`config.mk`:
```
export PLATFORM = sky130hd
export DESIGN_NAME = lru_card_window_mapper_core
export DESIGN_NICKNAME = d
export VERILOG_FILES = /design/src/hw/rtl/lcwm_pkg.sv /design/src/hw/rtl/lru_card_window_mapper_core.sv
export SDC_FILE = /design/constraint.sdc
export NUM_CORES = 1
export LEC_CHECK = 0
export ABC_AREA = 1
export BUFFER_PORTS_ARGS = -buffer_cell sky130_fd_sc_hd__buf_2
export CORE_AREA = 2 2 225 227
export CTS_BUF_LIST = sky130_fd_sc_hd__clkbuf_8
export DETAILED_ROUTE_END_ITERATION = 12
export DIE_AREA = 0 0 227 229
export GPL_ROUTABILITY_DRIVEN = 1
export HOLD_SLACK_MARGIN = 0.05
export PLACE_DENSITY_LB_ADDON = 0.25
export SYNTH_ARGS = -nofsm -noshare
export SYNTH_HDL_FRONTEND = slang
export SYNTH_SLANG_ARGS = --single-unit
```
`constraint.sdc`:
```
create_clock -name clk -period 5.1 [get_ports clk]
set_input_delay 1.02 -clock clk [delete_from_list [all_inputs] [get_ports clk]]
set_output_delay 1.02 -clock clk [all_outputs]
set_load 0.01 [all_outputs]
```
`src/hw/rtl/lcwm_pkg.sv`:
```
// lcwm_pkg: shared types and fixed constants for the card window mapper.
// No dependencies; imported by the mapper core and its checker.
package lcwm_pkg;

    // Sequencer states of the mapper core.
    typedef enum logic [1:0] {
        ST_IDLE,
        ST_SCAN,
        ST_UPDATE
    } lcwm_state_t;

    // Operation codes of an input word.
    typedef enum logic {
        OP_MAP     = 1'b0,
        OP_DISABLE = 1'b1
    } lcwm_op_t;

    // Configuration register file: host base of windows 0..3.
    localparam int NUM_CFG_REGS = 4;
    localparam int CFG_INDEX_W  = 2;
    localparam int HOST_BASE_W  = 24;

    // Result word field widths.
    localparam int WINDOW_INDEX_W = 2;
    localparam int OFFREG_W       = 13;
    localparam int OFFSET_W       = 13;
    localparam int ENABLE_MASK_W  = 4;

    // Card offset register arithmetic: 25-bit difference, shifted right by 12.
    localparam int OFFREG_DIFF_W = 25;
    localparam int OFFREG_SHIFT  = 12;

    // LRU time stamps and the use counter.
    localparam int STAMP_W = 32;

endpackage

```
`src/hw/rtl/lru_card_window_mapper_core.sv`:
```
// lru_card_window_mapper_core: maps card addresses onto LRU-managed host windows.
// Depends on lcwm_pkg (state enum, op codes, field widths).
//
//  channel | direction | handshake           | payload
//  --------+-----------+---------------------+----------------------------------------
//  in      | sink      | in_valid / in_stall | op, card_address, attribute_space
//  out     | source    | out_valid/out_stall | window_index, hit, card_offset_reg,
//          |           |                     | offset_in_window, enable_mask
//  cfg     | sink      | cfg_we              | cfg_index, cfg_data (host base 0..3)
//
// A map word is captured, then scanned window by window through the shared compare
// unit, then updated and registered. A disable word skips the scan.
// Reset clears all windows, stamps, the use counter and the host bases.
// A new word is taken while the previous result still waits in the output
// register; the update step holds until that register is free.
module lru_card_window_mapper_core #(
    parameter int NUM_WINDOWS       = 4,
    parameter int WINDOW_BITS       = 13,
    parameter int CARD_ADDRESS_BITS = 26
) (
    input  logic                                 clk,
    input  logic                                 rst_n,
    // configuration write port
    input  logic                                 cfg_we,
    input  logic [lcwm_pkg::CFG_INDEX_W-1:0]     cfg_index,
    input  logic [lcwm_pkg::HOST_BASE_W-1:0]     cfg_data,
    // input channel
    input  logic                                 in_valid,
    output logic                                 in_stall,
    input  logic                                 op,
    input  logic [CARD_ADDRESS_BITS-1:0]         card_address,
    input  logic                                 attribute_space,
    // output channel
    output logic                                 out_valid,
    input  logic                                 out_stall,
    output logic [lcwm_pkg::WINDOW_INDEX_W-1:0]  window_index,
    output logic                                 hit,
    output logic [lcwm_pkg::OFFREG_W-1:0]        card_offset_reg,
    output logic [lcwm_pkg::OFFSET_W-1:0]        offset_in_window,
    output logic [lcwm_pkg::ENABLE_MASK_W-1:0]   enable_mask
);
    import lcwm_pkg::*;

    // window index width; at least one bit even for a single window
    localparam int IDX_W   = (NUM_WINDOWS > 1) ? $clog2(NUM_WINDOWS) : 1;
    localparam int CHUNK_W = CARD_ADDRESS_BITS - WINDOW_BITS;
    // padded widths so the fixed-width result fields can be cut out
    localparam int SELP_W  = (IDX_W > WINDOW_INDEX_W) ? IDX_W : WINDOW_INDEX_W;
    localparam int MASKP_W = (NUM_WINDOWS > ENABLE_MASK_W) ? NUM_WINDOWS : ENABLE_MASK_W;
    localparam logic [IDX_W-1:0] LAST_IDX = IDX_W'(NUM_WINDOWS - 1);

    // sequencer
    lcwm_state_t state_reg, state_next;

    // configuration
    logic [HOST_BASE_W-1:0] host_base_reg [NUM_CFG_REGS];

    // window table (small; one scan read port, one update write port)
    logic [NUM_WINDOWS-1:0] enables_reg;
    logic [CHUNK_W-1:0]     win_chunk_reg [NUM_WINDOWS];
    logic                   win_attr_reg  [NUM_WINDOWS];
    logic [STAMP_W-1:0]     win_stamp_reg [NUM_WINDOWS];
    logic [STAMP_W-1:0]     use_counter_reg;

    // captured word
    logic                         op_q_reg;
    logic [CARD_ADDRESS_BITS-1:0] addr_q_reg;
    logic                         attr_q_reg;

    // scan state
    logic [IDX_W-1:0]   idx_reg;
    logic               hit_found_reg;
    logic [IDX_W-1:0]   hit_idx_reg;
    logic [IDX_W-1:0]   min_idx_reg;
    logic [STAMP_W-1:0] min_stamp_reg;

    // output register
    logic                      out_valid_reg;
    logic [WINDOW_INDEX_W-1:0] window_index_reg;
    logic                      hit_reg;
    logic [OFFREG_W-1:0]       card_offset_reg_reg;
    logic [OFFSET_W-1:0]       offset_in_window_reg;
    logic [ENABLE_MASK_W-1:0]  enable_mask_reg;

    // control
    logic accept;
    logic scan_step;
    logic do_update;
    logic out_free;

    // datapath
    logic [CHUNK_W-1:0]       chunk_q;
    logic                     scan_match;
    logic                     scan_less;
    logic [IDX_W-1:0]         sel;
    logic [SELP_W-1:0]        sel_pad;
    logic [HOST_BASE_W-1:0]   sel_base;
    logic [OFFREG_DIFF_W-1:0] offreg_diff;
    logic [NUM_WINDOWS-1:0]   enables_next;
    logic [MASKP_W-1:0]       mask_pad;

    // ---------------------------------------------------------------- FSM
    always_ff @(posedge clk or negedge rst_n)
    begin
        if (!rst_n)
        begin
            state_reg <= ST_IDLE;
        end
        else
        begin
            state_reg <= state_next;
        end
    end

    assign out_free = !out_valid_reg || !out_stall;

    always_comb
    begin
        state_next = state_reg;
        accept     = 1'b0;
        scan_step  = 1'b0;
        do_update  = 1'b0;
        in_stall   = 1'b1;
        case (state_reg)
            ST_IDLE:
            begin
                in_stall = 1'b0;
                if (in_valid)
                begin
                    accept     = 1'b1;
                    // disable words skip the scan
                    state_next = (op == OP_DISABLE) ? ST_UPDATE : ST_SCAN;
                end
            end
            ST_SCAN:
            begin
                scan_step = 1'b1;
                if (idx_reg == LAST_IDX)
                begin
                    state_next = ST_UPDATE;
                end
            end
            ST_UPDATE:
            begin
                // table update and result load happen together, once
                if (out_free)
                begin
                    do_update  = 1'b1;
                    state_next = ST_IDLE;
                end
            end
            default:
            begin
                state_next = ST_IDLE;
            end
        endcase
    end

    // ---------------------------------------------------------------- datapath
    assign chunk_q = addr_q_reg[CARD_ADDRESS_BITS-1:WINDOW_BITS];

    // shared compare unit: one window per cycle
    assign scan_match = enables_reg[idx_reg] && (win_attr_reg[idx_reg] == attr_q_reg)
                        && (win_chunk_reg[idx_reg] == chunk_q);
    // strict less keeps the lowest index on equal stamps
    assign scan_less  = (idx_reg == '0) || (win_stamp_reg[idx_reg] < min_stamp_reg);

    assign sel      = hit_found_reg ? hit_idx_reg : min_idx_reg;
    assign sel_pad  = SELP_W'(sel);
    // windows beyond the register file keep a zero host base
    assign sel_base = (int'(sel) < NUM_CFG_REGS) ?
                      host_base_reg[sel_pad[CFG_INDEX_W-1:0]] : '0;

    // aligned chunk address minus host base, kept to 25 bits
    assign offreg_diff = OFFREG_DIFF_W'({chunk_q, {WINDOW_BITS{1'b0}}})
                         - OFFREG_DIFF_W'(sel_base);

    always_comb
    begin
        if (op_q_reg == OP_DISABLE)
        begin
            enables_next = '0;
        end
        else if (hit_found_reg)
        begin
            enables_next = enables_reg;
        end
        else
        begin
            enables_next = enables_reg | (NUM_WINDOWS'(1) << sel);
        end
    end

    assign mask_pad = MASKP_W'(enables_next);

    // configuration writes
    always_ff @(posedge clk or negedge rst_n)
    begin
        if (!rst_n)
        begin
            for (int i = 0; i < NUM_CFG_REGS; i++)
            begin
                host_base_reg[i] <= '0;
            end
        end
        else if (cfg_we && (int'(cfg_index) < NUM_WINDOWS))
        begin
            host_base_reg[cfg_index] <= cfg_data;
        end
    end

    // window table, stamps and use counter
    always_ff @(posedge clk or negedge rst_n)
    begin
        if (!rst_n)
        begin
            enables_reg     <= '0;
            use_counter_reg <= '0;
            for (int i = 0; i < NUM_WINDOWS; i++)
            begin
                win_chunk_reg[i] <= '0;
                win_attr_reg[i]  <= 1'b0;
                win_stamp_reg[i] <= '0;
            end
        end
        else if (do_update)
        begin
            enables_reg <= enables_next;
            if (op_q_reg == OP_MAP)
            begin
                if (!hit_found_reg)
                begin
                    win_chunk_reg[sel] <= chunk_q;
                    win_attr_reg[sel]  <= attr_q_reg;
                end
                win_stamp_reg[sel] <= use_counter_reg;
                use_counter_reg    <= use_counter_reg + 1'b1;
            end
        end
    end

    // scan control
    always_ff @(posedge clk or negedge rst_n)
    begin
        if (!rst_n)
        begin
            idx_reg       <= '0;
            hit_found_reg <= 1'b0;
        end
        else if (accept)
        begin
            idx_reg       <= '0;
            hit_found_reg <= 1'b0;
        end
        else if (scan_step)
        begin
            if (idx_reg != LAST_IDX)
            begin
                idx_reg <= idx_reg + 1'b1;
            end
            if (scan_match && !hit_found_reg)
            begin
                hit_found_reg <= 1'b1;
            end
        end
    end

    // captured word and scan payload: first hit and running minimum
    always_ff @(posedge clk)
    begin
        if (accept)
        begin
            op_q_reg   <= op;
            addr_q_reg <= card_address;
            attr_q_reg <= attribute_space;
        end
        if (scan_step)
        begin
            if (scan_match && !hit_found_reg)
            begin
                hit_idx_reg <= idx_reg;
            end
            if (scan_less)
            begin
                min_idx_reg   <= idx_reg;
                min_stamp_reg <= win_stamp_reg[idx_reg];
            end
        end
    end

    // ---------------------------------------------------------------- output
    always_ff @(posedge clk or negedge rst_n)
    begin
        if (!rst_n)
        begin
            out_valid_reg <= 1'b0;
        end
        else if (do_update)
        begin
            out_valid_reg <= 1'b1;
        end
        else if (!out_stall)
        begin
            out_valid_reg <= 1'b0;
        end
    end

    always_ff @(posedge clk)
    begin
        if (do_update)
        begin
            if (op_q_reg == OP_DISABLE)
            begin
                window_index_reg     <= '0;
                hit_reg              <= 1'b0;
                card_offset_reg_reg  <= '0;
                offset_in_window_reg <= '0;
            end
            else
            begin
                window_index_reg     <= sel_pad[WINDOW_INDEX_W-1:0];
                hit_reg              <= hit_found_reg;
                card_offset_reg_reg  <= hit_found_reg ? '0 :
                                        offreg_diff[OFFREG_DIFF_W-1:OFFREG_SHIFT];
                offset_in_window_reg <= OFFSET_W'(addr_q_reg[WINDOW_BITS-1:0]);
            end
            enable_mask_reg <= mask_pad[ENABLE_MASK_W-1:0];
        end
    end

    assign out_valid        = out_valid_reg;
    assign window_index     = window_index_reg;
    assign hit              = hit_reg;
    assign card_offset_reg  = card_offset_reg_reg;
    assign offset_in_window = offset_in_window_reg;
    assign enable_mask      = enable_mask_reg;

endmodule

```
==> results.py <==
metrics = {
    "min_path": {
        "hold_class": "input pin to asynchronous set/reset pin",
    },
    "clocking": {
        "clk_pin_slew_ns": 0.06,
        "clk_latency_ns": 0.64,
        "cts_buffers": 73,
        "cts_sinks": 419,
        "htreeDepth": 3,
        "cts_tree": "built",
        "cts-hold-fix-buffers": 0,
        "clock-root-buffer": "clkbuf_8",
        "ctsResizeCount": 0,
        "cts_buffer_depth": 3,
        "postCtsSetupBuffers": 0,
    },
    "worst_setup_path": {
        "endpoint_kind": "flop",
        "cp-start-kind": "flop",
        "rr_startpoint": "hit_found_reg",
        "cp.arrival_ns": 4.49,
        "worstPathMaxFanout": 20,
        "critPathLaunch": "hit_found_reg",
        "path_class": "flop to flop",
        "critPathRequiredTime_ns": 5.48,
    },
    "global_route": {
        "grt_max_degree": 105,
        "overflow": 0,
        "grt_usage_pct": 19.0,
        "antenna_found_initial": 0,
        "grt_pass1_vias": 14700,
        "grt_pass1_wl_mm": 78.7,
    },
    "power": {
        "vdd.ir_drop.worst_mv": 0.249,
        "totalPowerFinal_mw": 12.3,
        "clockPowerShare_pct": 24.3,
        "p_sw_share_pct": 38.2,
        "net-switching-power_mw": 4.70,
        "p_int_mw": 7.59,
        "p_leak_nw": 10.2,
        "p_comb_share_pct": 35.3,
        "seqPwrFrac_pct": 40.5,
        "power_density_nw_per_um2": 568,
    },
    "cells_and_area": {
        "largest_reg_flops": 128,
        "fillers": 4978,
        "fin_area_um2": 21600,
        "multi_input_area_um2": 6990,
        "area.growth.synth_to_final_pct": 13.4,
        "nNetsFinal": 2315,
        "register_area_um2": 11000,
        "n_antenna_cell": 0,
        "drive_gt1_share_pct": 11.0,
    },
    "timing": {
        "rsz0062_at_grt": "false",
        "skew_ns": 0.0237,
        "final_max_slew_viol_count": 0,
        "setup_viol": 0,
        "finalSetupTns_ns": 0,
        "relSlewSlack_pct": 16.4,
        "fin_crit_sh_pct": 80.6,
        "finalHoldViolCount": 0,
        "final.min_clock_period_ns": 4.11,
        "tightest_slew_ns": 1.25,
        "fmax_ghz": 0.243,
        "holdWs_ns": 0.433,
    },
    "yosys": {
        "synth_area_leader_cell": "dfrtp_1",
        "syn_area_per_cell_um2": 9.00,
        "ys_top_cells_by_area": "dfrtp_1 (42%), edfxtp_1 (15%), o21ai_0 (10%)",
        "async_flop_share_pct": 76.8,
        "synth_top_area_share_pct": 42.3,
        "synth_most_common_cell": "nand2_1",
        "synthTopCellsByCount": "nand2_1 (504), o21ai_0 (390), dfrtp_1 (322), inv_1 (185), nor2_1 (170)",
        "synth_seq_area_share_pct": 57.6,
        "netlist_instances": 2118,
        "syn_area_um2": 19100,
        "synth-seq-cells": 419,
        "synthFlopType": "dfrtp_1",
        "synth_cell_type_count": 49,
        "ys_warn_count": 0,
        "synth_nets": 2222,
        "synth_edf_count": 97,
    },
    "floorplanning": {
        "fp-row-count": 82,
        "core_area_um2": 49700,
        "die_h_um": 229,
        "die-area_um2": 52000,
        "die_x_um": 227,
        "boundaryPins": 94,
        "initial_core_util_pct": 38.4,
    },
    "detailed_routing": {
        "viasPerCell": 5.02,
        "firstDrtPassIters": 5,
        "drcViolationCount": 0,
        "wl_per_cell_um": 16.2,
        "routed_wl_mm": 47.6,
        "drtIter0Drc": 1168,
        "dr_total_vias": 14700,
        "ant_nets": 0,
    },
    "run": {
        "drv_cap": 0,
    },
    "run_status": {
        "status": "complete, no violations",
    },
    "placed_design": {
        "gp_congestion": 0.885,
        "place_hpwl_mm": 30.7,
        "place_area_um2": 20200,
        "io_buffer_count": 93,
    },
}
## per-stage QoR
stage	std cells	util (%)	setup slack (ns)
2_1_floorplan	2118	-	0.550
4_1_cts	2940	43.5	0.998
3_5_place_dp	2808	40.7	1.02
5_1_grt	2940	43.5	0.550
3_3_place_gp	2808	40.7	1.09
6_report	2940	43.5	0.991
## cell type report
cell class / count / share of cell area, %
Tap cell: 672 / 3.89
Multi-Input combinational cell: 1408 / 32.3
Timing Repair Buffer: 114 / 3.04
Clock buffer: 89 / 5.67
Sequential cell: 419 / 50.7
Clock inverter: 43 / 0.920
Inverter: 195 / 3.41
## layer usage
metal	global-route usage [%]	part of all wire, %
met2	29.1	45
met5	0	0
met4	5.96	2.1
met1	27.1	48
met3	3.69	4.8
## power by group through the flow
stage | clock network, mW | logic [mW] | registers [mW]
after CTS | 3.07 | 4.36 | 4.97
after global routing | 3.22 | 4.98 | 5.08
after floorplan | 0 | 3.09 | 4.93
final | 2.98 | 4.33 | 4.98
after global placement | 0 | 4.23 | 5.00
after detailed placement | 0 | 4.35 | 5.02
## kinds of logic (layout without fill, tap and decap cells)
| group | count (synthesis) | in the layout | share of synthesized area (%) |
|---|---|---|---|
| compound gates | 514 | 514 | 14.3 |
| simple gates | 815 | 815 | 17.7 |
| fa+ha+maj | 45 | 45 | 2.95 |
| buf+inv | 291 | 441 | 5.88 |
| flops | 419 | 419 | 57.6 |
| xor+xnor | 34 | 34 | 1.56 |
## placed cells by master (no fill, tap or decap), drive strengths merged, types with 2 or more instances in the layout
cell type	n
clkbuf	89
o21bai	2
nor4	7
nor3	29
or2	3
a221oi	2
xor2	34
a31oi	3
a21oi	47
dfrtp	322
inv	232
o22ai	45
o22a	5
a32o	2
buf	114
nand4	17
ha	45
nand2	511
o221ai	6
o21ai	391
nand3	65
edfxtp	97
clkinv	5
o21a	3
nor2	181
o31ai	2
## final timing paths
kind	endpoint	slack, ns	cells after the start
max in group asynchronous	win_stamp_reg[110]	3.54	2
worst max-delay path	card_offset_reg[12]	0.99	13
worst max register to register	card_offset_reg[12]	0.99	13
worst min register to register	win_stamp_reg[60]	0.48	2
worst min-delay path	host_base_reg[69]	0.43	1
min in group clk	win_stamp_reg[60]	0.48	2
## critical path, stage by stage (launching register included)
cell       delay, ns
dfrtp_1         0.49
o21ai_2         0.74
nor2_2          0.29
inv_1           0.41
o22a_1          0.19
o221ai_1        0.15
ha_1            0.39
a21o_1          0.22
a21oi_1         0.23
nor2_1          0.06
a2111oi_0       0.43
nand3_1         0.13
nand2_1         0.08
nor2_1          0.05
(Power assumes the default switching activity.)
